<file path="src/design/pttg_pkg.sv">
`default_nettype none
// ----------------------------------------------------------------------------
// pttg_pkg
// Shared types and constants for the planar tile to gray pixel decoder.
// ----------------------------------------------------------------------------
package pttg_pkg;

  // Bits-per-pixel mode codes; the unused code three decodes as 8bpp.
  localparam logic [1:0] MODE_2BPP = 2'd0;
  localparam logic [1:0] MODE_4BPP = 2'd1;
  localparam logic [1:0] MODE_8BPP = 2'd2;

  // Gray scale factors that stretch a color index to the 0..255 range.
  localparam logic [7:0] GRAY_SCALE_2BPP = 8'h55;
  localparam logic [7:0] GRAY_SCALE_4BPP = 8'h11;
  localparam logic [7:0] GRAY_SCALE_8BPP = 8'h01;

  // Input word: one video memory byte.
  typedef struct packed {
    logic [7:0] vram_byte;
    logic       frame_start;
  } in_word_t;

  // Output word: one gray pixel with canvas coordinates.
  typedef struct packed {
    logic [8:0] pixel_x;
    logic [8:0] pixel_y;
    logic [7:0] gray_level;
    logic       last_in_run;
  } out_word_t;

  // One decoded tile row: eight plane bytes, plane k in bits 8k+7..8k.
  typedef struct packed {
    logic [63:0] planes;
    logic [1:0]  emode;
    logic [5:0]  tile_col;
    logic [8:0]  pixel_y;
  } row_word_t;

endpackage

`default_nettype wire

</file>
<file path="src/design/pttg_trk.sv">
`default_nettype none
// ----------------------------------------------------------------------------
// pttg_trk
// Tile position tracker and plane byte store. Places each byte in its tile
// row and hands out a complete row of plane bytes when its last byte lands.
// ----------------------------------------------------------------------------
module pttg_trk
  import pttg_pkg::*;
(
  input  wire logic      clk,
  input  wire logic      rst_n,
  input  wire logic      accept,
  input  wire in_word_t  in_word,
  input  wire logic [1:0] mode,
  output logic           row_valid,
  output row_word_t      row_word
);

  localparam int NUM_ROWS = 8;

  logic [5:0]  byte_in_tile_r, byte_in_tile_nxt;
  logic [5:0]  tile_col_r, tile_col_nxt;
  logic [5:0]  tile_row_r, tile_row_nxt;
  logic [63:0] store_r [NUM_ROWS];

  logic [1:0]  emode;
  logic [5:0]  size_mask;
  logic [5:0]  col_last;
  logic [5:0]  row_last;
  logic [5:0]  base_byte;
  logic [5:0]  base_col;
  logic [5:0]  base_row;
  logic [5:0]  e;
  logic        upper_pair;
  logic        complete;
  logic [2:0]  wr_row;
  logic [2:0]  wr_lane;
  logic [63:0] merged;

  // Mode decode: tile size mask and grid limits.
  always_comb begin
    emode = (mode == MODE_2BPP) ? MODE_2BPP :
            (mode == MODE_4BPP) ? MODE_4BPP : MODE_8BPP;
    case (emode)
      MODE_2BPP: begin
        size_mask = 6'h0F;
        col_last  = 6'd63;
        row_last  = 6'd63;
      end
      MODE_4BPP: begin
        size_mask = 6'h1F;
        col_last  = 6'd63;
        row_last  = 6'd31;
      end
      default: begin
        size_mask = 6'h3F;
        col_last  = 6'd31;
        row_last  = 6'd31;
      end
    endcase
  end

  // Effective byte index and row completion test.
  always_comb begin
    base_byte = in_word.frame_start ? 6'd0 : byte_in_tile_r;
    base_col  = in_word.frame_start ? 6'd0 : tile_col_r;
    base_row  = in_word.frame_start ? 6'd0 : tile_row_r;
    e         = base_byte & size_mask;
    case (emode)
      MODE_2BPP: upper_pair = 1'b1;
      MODE_4BPP: upper_pair = e[4];
      default:   upper_pair = &e[5:4];
    endcase
    complete = e[0] & upper_pair;
    wr_row   = e[3:1];
    wr_lane  = {e[5:4], e[0]};
    merged   = store_r[wr_row];
    merged[{wr_lane, 3'b000} +: 8] = in_word.vram_byte;
  end

  // Byte counter and tile position advance.
  always_comb begin
    if (e == size_mask) begin
      byte_in_tile_nxt = 6'd0;
      if (base_col >= col_last) begin
        tile_col_nxt = 6'd0;
        tile_row_nxt = (base_row >= row_last) ? 6'd0 : base_row + 6'd1;
      end else begin
        tile_col_nxt = base_col + 6'd1;
        tile_row_nxt = base_row;
      end
    end else begin
      byte_in_tile_nxt = e + 6'd1;
      tile_col_nxt     = base_col;
      tile_row_nxt     = base_row;
    end
  end

  always_ff @(posedge clk) begin
    if (!rst_n) begin
      byte_in_tile_r <= '0;
      tile_col_r     <= '0;
      tile_row_r     <= '0;
    end else if (accept) begin
      byte_in_tile_r <= byte_in_tile_nxt;
      tile_col_r     <= tile_col_nxt;
      tile_row_r     <= tile_row_nxt;
    end
  end

  // Plane byte store, one 64-bit entry per tile row.
  always_ff @(posedge clk) begin
    if (accept) begin
      store_r[wr_row] <= merged;
    end
  end

  // The finished row includes the byte arriving now.
  assign row_valid         = accept & complete;
  assign row_word.planes   = merged;
  assign row_word.emode    = emode;
  assign row_word.tile_col = base_col;
  assign row_word.pixel_y  = {base_row, wr_row};

endmodule

`default_nettype wire

</file>
<file path="src/design/pttg_pix.sv">
`default_nettype none
// ----------------------------------------------------------------------------
// pttg_pix
// Row holding register and pixel serializer. Shifts one decoded row out as
// eight gray pixels via the output register, one per cycle unless stalled.
// ----------------------------------------------------------------------------
module pttg_pix
  import pttg_pkg::*;
(
  input  wire logic      clk,
  input  wire logic      rst_n,
  input  wire logic      row_valid,
  input  wire row_word_t row_word,
  output logic           hold_full,
  output logic           out_valid,
  input  wire logic      out_stall,
  output out_word_t      out_word
);

  logic      hold_valid_r, hold_valid_nxt;
  row_word_t hold_r;
  logic      ser_valid_r, ser_valid_nxt;
  row_word_t ser_r;
  logic [2:0] cnt_r, cnt_nxt;
  logic      out_valid_r, out_valid_nxt;
  out_word_t out_r;

  logic      out_take;
  logic      ser_done;
  logic      hold_move;
  logic [7:0] plane_mask;
  logic [7:0] scale;
  logic [7:0] color;
  logic [15:0] gray_full;
  out_word_t pixel;

  // Pixel build: bit k of the index is bit 7-x of plane k.
  always_comb begin
    case (ser_r.emode)
      MODE_2BPP: begin
        plane_mask = 8'h03;
        scale      = GRAY_SCALE_2BPP;
      end
      MODE_4BPP: begin
        plane_mask = 8'h0F;
        scale      = GRAY_SCALE_4BPP;
      end
      default: begin
        plane_mask = 8'hFF;
        scale      = GRAY_SCALE_8BPP;
      end
    endcase
    for (int k = 0; k < 8; k++) begin
      color[k] = ser_r.planes[{3'(k), ~cnt_r}];
    end
    color = color & plane_mask;
    gray_full = color * scale;
    pixel.pixel_x     = {ser_r.tile_col, cnt_r};
    pixel.pixel_y     = ser_r.pixel_y;
    pixel.gray_level  = gray_full[7:0];
    pixel.last_in_run = &cnt_r;
  end

  // Handoff control between holding register, serializer and output.
  always_comb begin
    out_take  = !out_valid_r || !out_stall;
    ser_done  = ser_valid_r && out_take && (&cnt_r);
    hold_move = hold_valid_r && (!ser_valid_r || ser_done);

    hold_valid_nxt = hold_valid_r;
    if (row_valid) begin
      hold_valid_nxt = 1'b1;
    end else if (hold_move) begin
      hold_valid_nxt = 1'b0;
    end

    ser_valid_nxt = ser_valid_r;
    cnt_nxt       = cnt_r;
    if (hold_move) begin
      ser_valid_nxt = 1'b1;
      cnt_nxt       = 3'd0;
    end else if (ser_done) begin
      ser_valid_nxt = 1'b0;
    end else if (ser_valid_r && out_take) begin
      cnt_nxt = cnt_r + 3'd1;
    end

    out_valid_nxt = out_take ? ser_valid_r : out_valid_r;
  end

  always_ff @(posedge clk) begin
    if (!rst_n) begin
      hold_valid_r <= 1'b0;
      ser_valid_r  <= 1'b0;
      cnt_r        <= '0;
      out_valid_r  <= 1'b0;
    end else begin
      hold_valid_r <= hold_valid_nxt;
      ser_valid_r  <= ser_valid_nxt;
      cnt_r        <= cnt_nxt;
      out_valid_r  <= out_valid_nxt;
    end
  end

  // Payload registers.
  always_ff @(posedge clk) begin
    if (row_valid) begin
      hold_r <= row_word;
    end
    if (hold_move) begin
      ser_r <= hold_r;
    end
    if (out_take && ser_valid_r) begin
      out_r <= pixel;
    end
  end

  assign hold_full = hold_valid_r;
  assign out_valid = out_valid_r;
  assign out_word  = out_r;

endmodule

`default_nettype wire

</file>
<file path="src/design/planar_tile_to_gray_pixels_core.sv">
`default_nettype none
// ----------------------------------------------------------------------------
// planar_tile_to_gray_pixels_core
// Decodes planar 2/4/8bpp tiles from a video memory byte stream into gray
// pixels with canvas coordinates.
// ----------------------------------------------------------------------------
// Each accepted byte is placed in an eight-row plane store; the byte that
// completes a tile row releases that row, which passes through the holding
// register and the serializer into the output register and leaves it as
// eight pixels, one per cycle while out_stall is low. The single output
// register and the one pixel per cycle serializer set the sustained input
// rate, which depends on how many plane bytes make up a row in each mode.
// Bytes that do not finish a row pass at one per cycle while in_stall is
// low. One finished row can wait in a holding register while the
// previous one shifts out; while it waits, in_stall is high. The mode
// register may be written only while no pixels are pending.
// ----------------------------------------------------------------------------
module planar_tile_to_gray_pixels_core
  import pttg_pkg::*;
(
  input  wire logic       clk,
  input  wire logic       rst_n,
  input  wire logic       in_valid,
  output logic            in_stall,
  input  wire in_word_t   in_word,
  output logic            out_valid,
  input  wire logic       out_stall,
  output out_word_t       out_word,
  input  wire logic       cfg_valid,
  output logic            cfg_ready,
  input  wire logic [1:0] cfg_data
);

  logic [1:0] mode_r;
  logic       in_accept;
  logic       row_valid;
  row_word_t  row_word;
  logic       hold_full;

  // Mode register; writes are always taken.
  assign cfg_ready = 1'b1;

  always_ff @(posedge clk) begin
    if (!rst_n) begin
      mode_r <= MODE_2BPP;
    end else if (cfg_valid && cfg_ready) begin
      mode_r <= cfg_data;
    end
  end

  // Input stalls while a finished row waits for the serializer.
  assign in_stall  = hold_full;
  assign in_accept = in_valid && !in_stall;

  pttg_trk u_trk (
    .clk       (clk),
    .rst_n     (rst_n),
    .accept    (in_accept),
    .in_word   (in_word),
    .mode      (mode_r),
    .row_valid (row_valid),
    .row_word  (row_word)
  );

  pttg_pix u_pix (
    .clk       (clk),
    .rst_n     (rst_n),
    .row_valid (row_valid),
    .row_word  (row_word),
    .hold_full (hold_full),
    .out_valid (out_valid),
    .out_stall (out_stall),
    .out_word  (out_word)
  );

  // The run marker sits on the pixel in column seven of the tile.
  a_last_marks_col7: assert property (@(posedge clk) disable iff (!rst_n)
    out_valid |-> (out_word.last_in_run == (out_word.pixel_x[2:0] == 3'h7)))
    else $error("last_in_run does not match pixel column");

  // A completed row always parks in the holding register first.
  a_row_parks: assert property (@(posedge clk) disable iff (!rst_n)
    (in_accept && row_valid) |=> in_stall)
    else $error("completed row did not reach the holding register");

  // Pixels of one row leave without a gap once the output moves.
  a_row_no_gap: assert property (@(posedge clk) disable iff (!rst_n)
    (out_valid && !out_stall && !out_word.last_in_run) |=> out_valid)
    else $error("gap inside an emitted pixel row");

endmodule

`default_nettype wire
</file>
<file path="config.mk">
export PLATFORM = sky130hd
export DESIGN_NAME = planar_tile_to_gray_pixels_core
export DESIGN_NICKNAME = d
export VERILOG_FILES = /design/src/design/pttg_pkg.sv /design/src/design/pttg_trk.sv /design/src/design/pttg_pix.sv /design/src/design/planar_tile_to_gray_pixels_core.sv
export SDC_FILE = /design/constraint.sdc
export NUM_CORES = 1
export LEC_CHECK = 0
export BUFFER_PORTS_ARGS = -buffer_cell sky130_fd_sc_hd__buf_2
export CORE_ASPECT_RATIO = 0.5
export CORE_MARGIN = 10
export CORE_UTILIZATION = 50
export CTS_BUF_LIST = sky130_fd_sc_hd__clkbuf_8
export DETAILED_ROUTE_END_ITERATION = 6
export PLACE_DENSITY = 0.74
export SYNTH_ARGS = -nofsm -noshare
export SYNTH_HDL_FRONTEND = slang
export SYNTH_HIERARCHICAL = 1
export SYNTH_SLANG_ARGS = --single-unit
</file>
<file path="constraint.sdc">
create_clock -name clk -period 8.7 [get_ports clk]
set_clock_uncertainty 0.05 [all_clocks]
set_input_delay 1.305 -clock clk [delete_from_list [all_inputs] [get_ports clk]]
set_output_delay 1.305 -clock clk [all_outputs]
set_load 0.03 [all_outputs]
</file>
## Word-level counts from Yosys, hierarchy flattened

Memory sizes are Yosys's and may differ from the RTL's.
Cells that the tools add are included.

| storage, ports and cells | value |
|---|---|
| memory bits (writable) | 512 |
| register bits after elaboration | 215 |
| memories kept | 1 |
| output and inout bits | 30 |
| input bits | 16 |
| logic and storage cells | 110 |

Memory list:

| memory | depth | bits a word | rd ports | clocked after memory_dff | write ports | line | text |
|---|---|---|---|---|---|---|---|
| u_trk.store_r | 8 | 64 | 1 | 0 | 1 | pttg_trk.sv:24 | `logic [63:0] store_r [NUM_ROWS];` |

| operators by class | value |
|---|---|
| multiply operators | 1 |
| add/sub/neg operators | 5 |
| equal/unequal tests | 4 |
| shift operators | 2 |
| multiplexer cells | 40 |
| $lt $le $gt $ge | 10 |
| reduce and logical (&&, ||, !) cells | 20 |
| bitwise gates (word level) | 7 |

Operators by type and width:

| cell | number |
|---|---|
| two-way mux 6 bit | 11 |
| bitwise mux 64 bit | 1 |
| variable shift 8 x 8 -> 64 bit, first input constant | 1 |
| indexed part select 8 x 8 -> 64 bit | 1 |
| less-than comparator 6 x 7 -> 1 bit, second input constant | 4 |
| binary-select mux 1 bit (select 3 bit) | 8 |
| adder 6 x 1 -> 6 bit, second input constant | 3 |
| one-hot mux 8 bit (2 select lines) | 1 |
| less-than comparator 5 x 7 -> 1 bit, second input constant | 2 |
| two-way mux 1 bit | 14 |
| one-hot mux 7 bit (2 select lines) | 1 |
| greater-or-equal comparator 6 bit | 2 |
| one-hot mux 6 bit (2 select lines) | 1 |
| bitwise AND 8 bit | 1 |
| multiplier 8 x 7 -> 8 bit | 1 |
| negation 6 -> 8 bit | 1 |
| less-than comparator 3 x 7 -> 1 bit, second input constant | 1 |
| less-than comparator 4 x 7 -> 1 bit, second input constant | 1 |
| bitwise AND 6 bit | 1 |
| equality test 2 x 1 -> 1 bit, second input constant | 3 |
| equality test 6 bit | 1 |
| logical NOT 2 bit | 3 |
| logical AND 1 bit | 4 |
| logical NOT 1 bit | 4 |
| 11 further kinds | 18 |

## Longest topological paths before layout

Gate-level depths: netlist of run 1.

| depth | value |
|---|---|
| depth after elaboration | 11 |
| gate-level depth with buffers | 14 |
| depth with buffers taken out | 12 |

## Hierarchy

Netlist of run 1, hierarchy kept.

By module, submodules not included:

| module | area an instance (um^2) | sequential area each (um^2) | times used | cells each |
|---|---|---|---|---|
| pttg_trk | 21,593.2 | 15,735.1 | 1 | 1,328 |
| pttg_pix | 6,839.1 | 5,795.6 | 1 | 294 |
| planar_tile_to_gray_pixels_core | 90.1 | 40.0 | 1 | 9 |

## Worst setup path before layout of run 1

No wires, ideal clock.

| timing | value |
|---|---|
| path kind | input port to flip-flop |
| start | input in_valid |
| end | register u_pix/hold_r[0] (netlist name), enable pin |
| arrival | 7,700 ps |
| cell stages on the path | 4 |
| path slack | 328 ps |
| path buffers | 1 |
| cells stage by stage | nor2b_1 > clkinv_1 > clkbuf_1 > nor3_1 |

| between the ends | value |
|---|---|
| longest elaborated chain between the ends | 2 |

Ends and longest elaborated chain:

| what | line | text |
|---|---|---|
| start, declared | planar_tile_to_gray_pixels_core.sv:23 | `input wire logic in_valid,` |
| logical AND 1 bit | planar_tile_to_gray_pixels_core.sv:53 | `assign in_accept = in_valid && !in_stall;` |
| bitwise AND 1 bit | pttg_trk.sv:119 | `assign row_valid = accept & complete;` |
| named net row_valid | planar_tile_to_gray_pixels_core.sv:36 | `logic row_valid;` |
| end signal, assigned | pttg_pix.sv:108 | `hold_r <= row_word;` |
| end, declared | pttg_pix.sv:21 | `row_word_t hold_r;` |

The timed path passes the listed nets, and every way through them passes these cells.
A chain may end at the register's enable or synchronous reset.

## Worst setup path after layout of run 1

| timing | value |
|---|---|
| start | register u_pix.cnt_r[0] |
| end | register u_pix.out_r, in the netlist u_pix/out_word[8] (data pin) |

| between the ends | value |
|---|---|
| longest elaborated chain between the ends | 5 |
| elaborated cells on any way between the ends | 19 |
| classes of those cells | 1 x mul; 16 x mux; 2 x bitwise |

Ends and longest elaborated chain:

| what | line | text |
|---|---|---|
| start, declared | pttg_pix.sv:24 | `logic [2:0] cnt_r, cnt_nxt;` |
| start signal, assigned | pttg_pix.sv:100 | `cnt_r <= cnt_nxt;` |
| NOT 3 bit * | pttg_pix.sv:54 | `color[k] = ser_r.planes[{3'(k), ~cnt_r}];` |
| binary-select mux 1 bit (select 3 bit) | pttg_pix.sv:54 |  |
| two-way mux 1 bit (not written as such) | pttg_pix.sv:54 |  |
| bitwise AND 8 bit * | pttg_pix.sv:56 | `color = color & plane_mask;` |
| multiplier 8 x 7 -> 8 bit * | pttg_pix.sv:57 | `gray_full = color * scale;` |
| named net u_pix.gray_full[7] | pttg_pix.sv:34 | `logic [15:0] gray_full;` |
| end signal, assigned | pttg_pix.sv:114 | `out_r <= pixel;` |
| end, declared | pttg_pix.sv:26 | `out_word_t out_r;` |

Mark *: on every way through the listed nets, which the timed path passes. The rest lies on a longest branch. The select of a mux whose other input is x is not followed.

==> results_dict.tcl, run 1 <==
set metrics [dict create \
    crit_type "reg -> reg" \
    setup_viol_count_final 0 \
    p_leak_nw 11.7 \
    fp.dieH_um 189 \
    grt-ovfl-total 0 \
    hold_viol 0 \
    pin_count 46 \
    htree_levels 3 \
    clkPwrFrac 0.367 \
    yosysTopAreaCell "edfxtp_1" \
    netSwitchingPower_mw 1.40 \
    worstPathCellList "mux4_2 -> mux2i_1 -> nor3_1 -> ha_1 -> ha_1 -> ha_1 -> fa_1 -> ha_1 -> a21oi_1 -> xnor2_1 -> xnor2_1" \
    r2r_setup_slack_ps 3950 \
    grt_max_degree 135 \
    hp-class "reg -> reg" \
    avgSynthCellArea_um2 17.5 \
    synth_flop_cell "edfxtp_1" \
    p_seq_frac 0.596 \
    cts_setup_buffers 0 \
    crit_required_ps 9070 \
    vias 15000 \
    root_buffer "clkbuf_8" \
    post-route-util 0.560 \
    wl_met2_um 27400 \
    cts_tree "yes" \
    yosys-top-cells-area "edfxtp_1 (74%), mux2i_1 (9.2%), o22ai_1 (2.1%)" \
    core-area_um2 56000 \
    antenna_found_initial 2 \
    drt-vias-per-instance 5.86 \
    clkLatencyLatePin_ps 680 \
    layout-drive-gt1-share 0.135 \
    grt_usage 0.173 \
    drcViolationCount 0 \
    combPwrFrac 0.037 \
    drtAntennaViolNets 0 \
    synth-seq-area-share 0.756 \
    gp_congestion 0.793 \
    synth_common_cells "edfxtp_1 (701), mux2i_1 (261), o22ai_1 (96), a21oi_1 (59), nand2_1 (55)" \
    cts_buffer_depth 3 \
    tightest_slew_ps 1250 \
    hold_start "u_pix/hold_r[68]" \
    synth.distinct_cells 76 \
    yosys.cell_count.top_type "edfxtp_1" \
    diodes 0 \
    netlist_area_um2 28500 \
    grt_pass1_vias 14600 \
    max_cap_viol_count 0 \
    slowest_stage "mux2i_1" \
    rr_worst_depth 11 \
    cp_data_arrival_time_ps 5110 \
    wl_um 59500 \
    highest_layer "met4" \
    die-area_um2 67600 \
    cp_common_cell "ha_1" \
    clkTransAtPathRegs_ps 70 \
    ys_warn_count 6 \
    end_kind "flop" \
    fmax_mhz 211 \
    hold_path_end "u_pix/ser_r[68]" \
    wl_per_cell_um 23.3 \
    ys_async_sr_fraction 0 \
    reg2reg_from "u_pix/cnt_r[0]" \
    postSynthCellCount 1631 \
    status "completed" \
    min_period_ps 4750 \
    cpPeakStageDelay_ps 840 \
    holdPathStages 0 \
    vdd_drop_max_mv 0.112 \
    rsz0062_at_grt "no" \
    wl_met1_um 25700 \
    synth-seq-cells 727 \
    fin_crit_sh 0.546 \
    grt_pass1_wl_um 90100 \
    whs_ps 364 \
    numPortBuffers 44 \
    drv_slew 0 \
    syn_to_final_growth_pct 9.96 \
    die_w_um 358 \
    cts_made_buffers 101 \
    fin_setup_tns_ps 0 \
    switching_share 0.212 \
    startpoint_type "flop" \
    start_util 0.509 \
    first_pass_iters 5 \
    clock-sinks 727 \
    wl_met3_um 5420 \
    synth_edf_count 701 \
    powerDensity_nw_per_um2 210 \
    final_nets 1772 \
    rows 61 \
    maxSlewHeadroom 0.161 \
    crit_fanout 3 \
    hpwlAfterDp_um 32000 \
    cts_hold_buf 0 \
    p_int_mw 5.19 \
    synth_top_area_frac 0.738 \
    drtIter0Drc 1650 \
    postCtsResizedCells 0 \
    reg2reg_to "u_pix/out_word[8]" \
]
-- power by group through the flow --
stage	Clock, mW	Combinational (mW)	Sequential [mW]
6_report	2.42	0.243	3.93
3_5_place_dp	0	0.242	4.00
4_1_cts	2.47	0.243	3.93
5_1_grt	2.64	0.268	3.93
2_1_floorplan	0	0.163	4.00
3_3_place_gp	0	0.234	4.00
-- registers in the layout, indices dropped and copies added (netlist names) --
signal / cells
u_pix/cnt_r: 3
mode_r: 2
u_pix/ser_valid_r: 1
u_pix/out_word: 27
u_pix/hold_full: 1
u_trk/byte_in_tile_r: 6
u_pix/ser_r: 66
u_pix/hold_r: 81
u_trk/tile_col_r: 6
u_pix/out_valid: 1
u_trk/tile_row_r: 6
u_trk/store_r: 512
u_pix/pixel: 15
-- worst max-delay path by stage --
| stage | startpoint | to | slack [ps] | cells after the start |
|---|---|---|---|---|
| floorplan | in_valid | u_pix/hold_r[0] | 330 | 4 |
| global placement | in_word[0] | u_trk/store_r[0][3] | 3410 | 5 |
| detailed placement | in_word[0] | u_trk/store_r[0][3] | 3380 | 5 |
| CTS | u_pix/cnt_r[0] | u_pix/out_word[8] | 4020 | 11 |
| global route | u_pix/cnt_r[0] | u_pix/out_word[8] | 3870 | 11 |
| finish | u_pix/cnt_r[0] | u_pix/out_word[8] | 3950 | 11 |
-- cell usage in the layout (no fill, tap or decap), types with 5 or more instances in the layout --
master / netlist / final
o22ai_1: 96 / 96
o22a_1: 8 / 8
o2bb2ai_1: 5 / 5
clkbuf_8: 0 / 105
a22oi_1: 5 / 5
a21oi_1: 59 / 59
mux2_2: 13 / 13
clkinv_1: 2 / 26
mux4_2: 9 / 9
nand2b_1: 7 / 7
clkinv_2: 0 / 5
mux4_1: 7 / 7
xnor2_1: 7 / 7
o221ai_1: 8 / 8
nor2_1: 52 / 44
buf_2: 24 / 44
dfxtp_1: 26 / 26
nor2b_1: 32 / 31
edfxtp_1: 701 / 701
buf_4: 8 / 29
ha_1: 26 / 26
o21ai_0: 16 / 16
a221oi_1: 15 / 15
nand3_1: 18 / 18
mux2i_1: 261 / 261
nor2_4: 0 / 8
inv_1: 14 / 47
nor3_1: 32 / 30
nand2_1: 55 / 53
-- worst max-delay path: cells and delay by family (launching register included) --
| family | cells | cell delay (ps) |
|---|---|---|
| XOR/XNOR | 2 | 230 |
| AND/OR/NAND/NOR | 1 | 180 |
| AO/OA/AOI/OAI | 1 | 190 |
| multiplexers | 2 | 1400 |
| adder cells (fa/ha/maj) | 5 | 1810 |
| flip-flops | 1 | 620 |
-- metrics by stage --
stage                     cells  area (um2)  power (mW)  worst slack (ps)
after floorplan            1633       28500        4.16               328
after global placement     2381       29500        4.23              3410
after detailed placement   2381       29500        4.24              3380
after CTS                  2556       31400        6.63              4020
after global routing       2556       31400        6.84              3870
final                      2556       31400        6.59              3950
-- metal layers --
metal,vias up,GRT usage
met4,0,0.0483
met2,665,0.266
met3,93,0.0370
li1,6686,-
met1,7546,0.249
met5,-,0
-- logic make-up after synthesis --
group / Yosys count / synth area share
compound gates: 245 / 0.0557
xor+xnor: 10 / 0.00307
fa+ha+maj: 28 / 0.0128
buf+inv: 99 / 0.0195
flops: 727 / 0.756
mux: 290 / 0.110
other cells: 2 / 0.000263
simple gates: 230 / 0.0421
-- area by class of cell --
cell class / instances / area, um2
Clock buffer: 105 / 1450
Clock inverter: 70 / 385
Fill cell: 4207 / 24700
Inverter: 17 / 63.8
Multi-Input combinational cell: 807 / 6490
Sequential cell: 727 / 21600
Tap cell: 756 / 946
Timing Repair Buffer: 74 / 458
Note: power is estimated with default switching activity, not from simulation.
==> run 2: changes to the inputs <==
Settings changed: ABC_AREA set to 1.
Clock period 8.7 ns to 3.85 ns, I/O delays scaled along.
==> run 2 against run 1 <==
Global-route usage up 2.1 points. Sequential cell count stayed put. Cell count increased by 23%. Utilization grew 1.1 points. Count of clock-buffer cells in the layout is 1 lower. Routed wire length up 13%.
==> results_dict.tcl, run 2 <==
set metrics [dict create \
    reg2reg_to "u_pix/out_word[8]" \
    stdcell_count 3136 \
    synth_simple_gate_area_frac 0.102 \
    hold_viol 0 \
    antenna_found_initial 0 \
    placed_cells 2959 \
    setup_viol_count_final 0 \
    rows 61 \
    die_w_um 359 \
    grt_usage 0.195 \
    cts_made_buffers 101 \
    yosysTopAreaCell "edfxtp_1" \
    end_kind "flop" \
    clock-sinks 727 \
    numPortBuffers 44 \
    layout_commonest_cell "edfxtp_1" \
    synth-seq-area-share 0.753 \
    grt_max_degree 90 \
    fin_crit_sh 0.943 \
    p_seq_frac 0.597 \
    holdPathStages 3 \
    synth-seq-cells 727 \
    wl_per_cell_um 21.4 \
    avgSynthCellArea_um2 13.1 \
    gp_congestion 0.875 \
    synthMuxAreaShare 0 \
    start_util 0.511 \
    largest-register "u_trk/store_r" \
    yosys-top-cells-area "edfxtp_1 (73%), nor2_1 (5.2%), o21ai_0 (4.1%)" \
    fp.dieH_um 189 \
    cts_tree "yes" \
    hold_start "cfg_valid" \
    wl_um 67000 \
    max_cap_viol_count 0 \
    ys_async_sr_fraction 0 \
    clkLatencyLatePin_ps 670 \
    crit_required_ps 4220 \
    root_buffer "clkbuf_8" \
    postSynthCellCount 2190 \
    drv_slew 0 \
    grt-ovfl-total 0 \
    cts_hold_buf 0 \
    clkTransAtPathRegs_ps 60 \
    grt_pass1_wl_um 102000 \
    status "completed" \
    cts_setup_buffers 0 \
    core-area_um2 56100 \
    rr_worst_depth 19 \
    crit_fanout 10 \
    drtIter0Drc 2426 \
    vdd_drop_max_mv 0.261 \
    reg2reg_from "u_pix/cnt_r[0]" \
    layout-drive-gt1-share 0.125 \
    min_period_ps 3630 \
    ys_warn_count 6 \
    first_pass_iters 7 \
    synth_compound_area_frac 0.0967 \
    die-area_um2 67900 \
    syn_to_final_growth_pct 11.7 \
    cts_buffer_depth 3 \
    synth_flop_cell "edfxtp_1" \
    synth_edf_count 701 \
    synth_common_cells "edfxtp_1 (701), nor2_1 (397), o21ai_0 (233), nand2_1 (138), o21ai_1 (115)" \
    yosys.cell_count.top_type "edfxtp_1" \
    maxSlewHeadroom 0.302 \
    clkPwrFrac 0.353 \
    final_cell_mix "edfxtp_1 (701), nor2_1 (388), o21ai_0 (233)" \
    diodes 0 \
    reg_top3 "u_trk/store_r x512, u_pix/hold_r x81, u_pix/ser_r x66" \
    p_leak_nw 10.8 \
    htree_levels 3 \
    synth_adder_area_share 0.0127 \
    hpwlAfterDp_um 38000 \
    netSwitchingPower_mw 3.33 \
    hp-class "in -> reg" \
    hold_path_end "mode_r[0]" \
    powerDensity_nw_per_um2 470 \
    power_mw 15.1 \
    p_int_mw 11.7 \
    grt_pass1_vias 17200 \
    combPwrFrac 0.050 \
    tightest_slew_ps 1050 \
    fmax_mhz 275 \
    vias 18200 \
    pin_count 46 \
    cp_data_arrival_time_ps 4000 \
    drt-vias-per-instance 5.81 \
    synth_top_family_by_area "simple AND/OR/NAND/NOR gates" \
    rsz0062_at_grt "no" \
    crit_type "reg -> reg" \
    drtAntennaViolNets 0 \
    netlist_area_um2 28700 \
    synth_xor_area_frac 0.00183 \
    drcViolationCount 0 \
    switching_share 0.221 \
    startpoint_type "flop" \
    final_nets 2350 \
    synth.distinct_cells 43 \
    synth_top_area_frac 0.735 \
    largest_reg_flops 512 \
    r2r_setup_slack_ps 220 \
    postCtsResizedCells 0 \
]
## run 2: cell count changes in the layout (fill, tap and decap cells not counted), sizes merged, moves of 36 or more
cell   change
o21ai    +329
nand2     +92
buf       +52
mux2i    -261
inv       +83
nor2     +348
o22ai     -36
## run 2: kinds of logic after synthesis
family,after synthesis
compound gates,522
other cells,2
buf+inv,213
simple gates,692
xor+xnor,6
fa+ha+maj,28
flops,727
## run 2: layout make-up
class | count | area (um2)
inverters | 98 | 379
repair buffers | 126 | 1120
fillers | 4309 | 24100
clock buffers | 104 | 1430
well taps | 756 | 946
clock inverters | 73 | 328
flip-flops and latches | 727 | 21600
multi-input cells | 1252 | 6240
## run 2: layer usage
metal  GRT usage  vias to the layer above  wire (um)
met4      0.0693                        0       2010
met1       0.278                     8836      27700
li1            -                     8213          -
met3      0.0397                      151       7470
met5           0                        -          0
met2       0.294                     1018      29900
## run 2: power groups by stage
stage	logic, mW	registers (mW)	clock network [mW]
detailed placement	0.750	9.15	0
global route	0.841	8.99	5.78
CTS	0.753	8.98	5.40
global placement	0.722	9.15	0
finish	0.756	8.98	5.31
floorplan	0.468	9.15	0
## run 2: how the worst max path moves through the flow
stage	to	from	slack, ps
2_1_floorplan	u_trk/store_r[5][0]	in_word[0]	-860
3_3_place_gp	u_pix/out_word[8]	u_pix/cnt_r[1]	140
3_5_place_dp	u_pix/out_word[8]	u_pix/cnt_r[1]	120
4_1_cts	u_pix/out_word[8]	u_pix/cnt_r[1]	80
5_1_grt	u_pix/out_word[8]	u_pix/cnt_r[0]	20
6_report	u_pix/out_word[8]	u_pix/cnt_r[0]	220
## run 2: critical path, cell delays in order (launching register included)
cell	delay [ps]
dfxtp_1	370
buf_12	150
inv_6	50
o21ai_1	120
o22ai_1	100
o21ai_2	180
nor2_2	60
ha_1	290
ha_1	280
ha_1	320
fa_1	480
ha_1	350
a21oi_1	160
nand2_1	90
inv_1	60
nand2_1	40
nand2_1	60
inv_1	40
nand4_1	70
nand2_1	70
## run 2: through the flow
step	setup TNS, ps	worst slack (ps)	hold WS (ps)	instance area (um2)	util
after floorplan	-216570	-859	350	28700	-
after global placement	0	140	351	30300	0.539
after detailed placement	0	121	355	30300	0.539
after CTS	0	75.9	117	32000	0.571
after global routing	0	23.5	160	32000	0.571
final	0	219	160	32000	0.571
==> run 3: changes to the inputs <==
Settings changed: CORE_ASPECT_RATIO 0.5 to unset, CORE_MARGIN 10 to unset, PLACE_DENSITY 0.74 to 0.68.
==> run 3 against run 2 <==
Final area increased by 1.3%. Cell count increased by 1.4%. Via count increased by 0.49%. Die area decreased by 14%. Worst setup slack improved by 41 ps. Combinational power increased by 4.0%. Global-route usage increased by 4.3 points. Clock power increased by 10%. Hold slack got worse by 74 ps. Largest power group unchanged.
==> results_dict.tcl, run 3 (same netlist as run 2, synthesis figures left out) <==
set metrics [dict create \
    drcViolationCount 0 \
    core-area_um2 56500 \
    drtAntennaViolNets 0 \
    crit_fanout 8 \
    crit_type "reg -> reg" \
    placed_area_um2 30400 \
    antenna_found_initial 2 \
    final_cell_mix "edfxtp_1 (701), nor2_1 (388), o21ai_0 (233)" \
    gp_congestion 0.873 \
    largest-register "u_trk/store_r" \
    worstPathCellList "o221ai_1 -> o21ai_2 -> nor2_2 -> ha_1 -> ha_1 -> ha_1 -> fa_1 -> ha_1 -> a21oi_1 -> nand2_1 -> inv_1 -> nand2_1 -> nand2_1 -> inv_1 -> nand4_1 -> nand2_1" \
    largest_reg_flops 512 \
    cts_buffer_depth 3 \
    whs_ps 85.6 \
    fillers 4429 \
    layout_commonest_cell "edfxtp_1" \
    layout-drive-gt1-share 0.137 \
    slowest_stage "dfxtp_1" \
    cp_data_arrival_time_ps 3990 \
    fp.dieH_um 241 \
    grt_pass1_vias 17700 \
    syn_to_final_growth_pct 13.2 \
    fin_crit_sh 0.933 \
    wl_per_cell_um 21.5 \
    hp-class "in -> reg" \
    cpPeakStageDelay_ps 570 \
    startpoint_type "flop" \
    grt_pass1_wl_um 103000 \
    vias 18300 \
    final_nets 2371 \
    fin_setup_tns_ps 0 \
    first_pass_iters 6 \
    pin_count 46 \
    start_util 0.507 \
    fmax_mhz 279 \
    status "completed" \
    clkLatencyLatePin_ps 720 \
    htree_levels 3 \
    cts_setup_buffers 0 \
    root_buffer "clkbuf_8" \
    wl_um 68200 \
    hold_viol 0 \
    die_w_um 241 \
    reg_top3 "u_trk/store_r x512, u_pix/hold_r x81, u_pix/ser_r x66" \
    rows 87 \
    rsz0062_at_grt "no" \
    p_leak_nw 11.1 \
    end_kind "flop" \
    vdd_drop_max_mv 0.323 \
    drv_slew 0 \
    clkTransAtPathRegs_ps 60 \
    cts_made_buffers 112 \
    cts_tree "yes" \
    maxSlewHeadroom 0.369 \
    grt_usage 0.238 \
    drtIter0Drc 1986 \
    grt_max_degree 115 \
    design_area_um2 32400 \
    min_period_ps 3590 \
    crit_required_ps 4250 \
    grt-ovfl-total 0 \
    post-route-util 0.574 \
    placed_cells 2969 \
    clock-sinks 727 \
    die-area_um2 58300 \
    powerDensity_nw_per_um2 482 \
    setup_viol_count_final 0 \
    numPortBuffers 44 \
    cpLargestDelayFamily "adder cells" \
    drt-vias-per-instance 5.76 \
    stdcell_count 3179 \
    max_cap_viol_count 0 \
    tightest_slew_ps 944 \
    cts_hold_buf 0 \
    hpwlAfterDp_um 38400 \
    critPathBufInv 2 \
]
-- run 3: final cells by class --
cell class | count | area [um2] | area share
timing repair buffer | 136 | 1240 | 0.0381
multi-input combinational | 1252 | 6240 | 0.192
antenna | 2 | 5.00 | 0.000154
clock inverter | 91 | 439 | 0.0135
inverter | 98 | 379 | 0.0117
clock buffer | 117 | 1610 | 0.0497
sequential | 727 | 21600 | 0.665
tap | 756 | 946 | 0.0292
-- run 3: power by group --
group | total [mW] | switching (mW) | leakage [nW] | internal [mW]
Combinational | 0.786 | 0.555 | 3.29 | 0.231
Sequential | 8.99 | 0.0371 | 6.56 | 8.95
Clock | 5.84 | 2.89 | 1.23 | 2.95
Total | 15.6 | 3.48 | 11.1 | 12.1
-- run 3: worst reg2reg max path: cells and delay by family (launching register included) --
| family | cells | cell delay, ps |
|---|---|---|
| compound gates | 3 | 510 |
| flops | 1 | 570 |
| fa+ha+maj | 5 | 1730 |
| buf+inv | 2 | 90 |
| simple gates | 6 | 400 |
-- run 3: per-stage QoR --
| stage | power, mW | setup slack (ps) |
|---|---|---|
| 6_report | 15.6 | 260 |
| 5_1_grt | 16.2 | 33.1 |
| 4_1_cts | 15.7 | 84.9 |
| 3_5_place_dp | 9.93 | 99.9 |
| 3_3_place_gp | 9.90 | 106 |
| 2_1_floorplan | 9.61 | -859 |
-- run 3: path summary, 6_finish.rpt --
check / startpoint / endpoint / slack [ps] / cells after the start
worst max-delay path: u_pix/cnt_r[2] / u_pix/out_word[8] / 260 / 16
worst max register to register: u_pix/cnt_r[2] / u_pix/out_word[8] / 260 / 16
worst min-delay path: cfg_valid / mode_r[0] / 90 / 3
worst min register to register: u_pix/hold_r[73] / u_pix/ser_r[73] / 360 / 0
-- run 3: metal layers --
| metal | up-vias | global-route usage | routed length (um) | share of wire |
|---|---|---|---|---|
| li1 | 8275 | - | - | - |
| met1 | 8983 | 0.327 | 28100 | 0.41 |
| met2 | 877 | 0.379 | 32000 | 0.47 |
| met3 | 170 | 0.0456 | 6020 | 0.088 |
| met4 | 2 | 0.0892 | 2030 | 0.030 |
| met5 | - | 0 | 13 | 0.00019 |
-- run 3: timing repair --
item,in CTS,in global routing
gates resized for setup,0,5
setup endpoints to repair,0,1
endpoints found under the hold margin,0,0
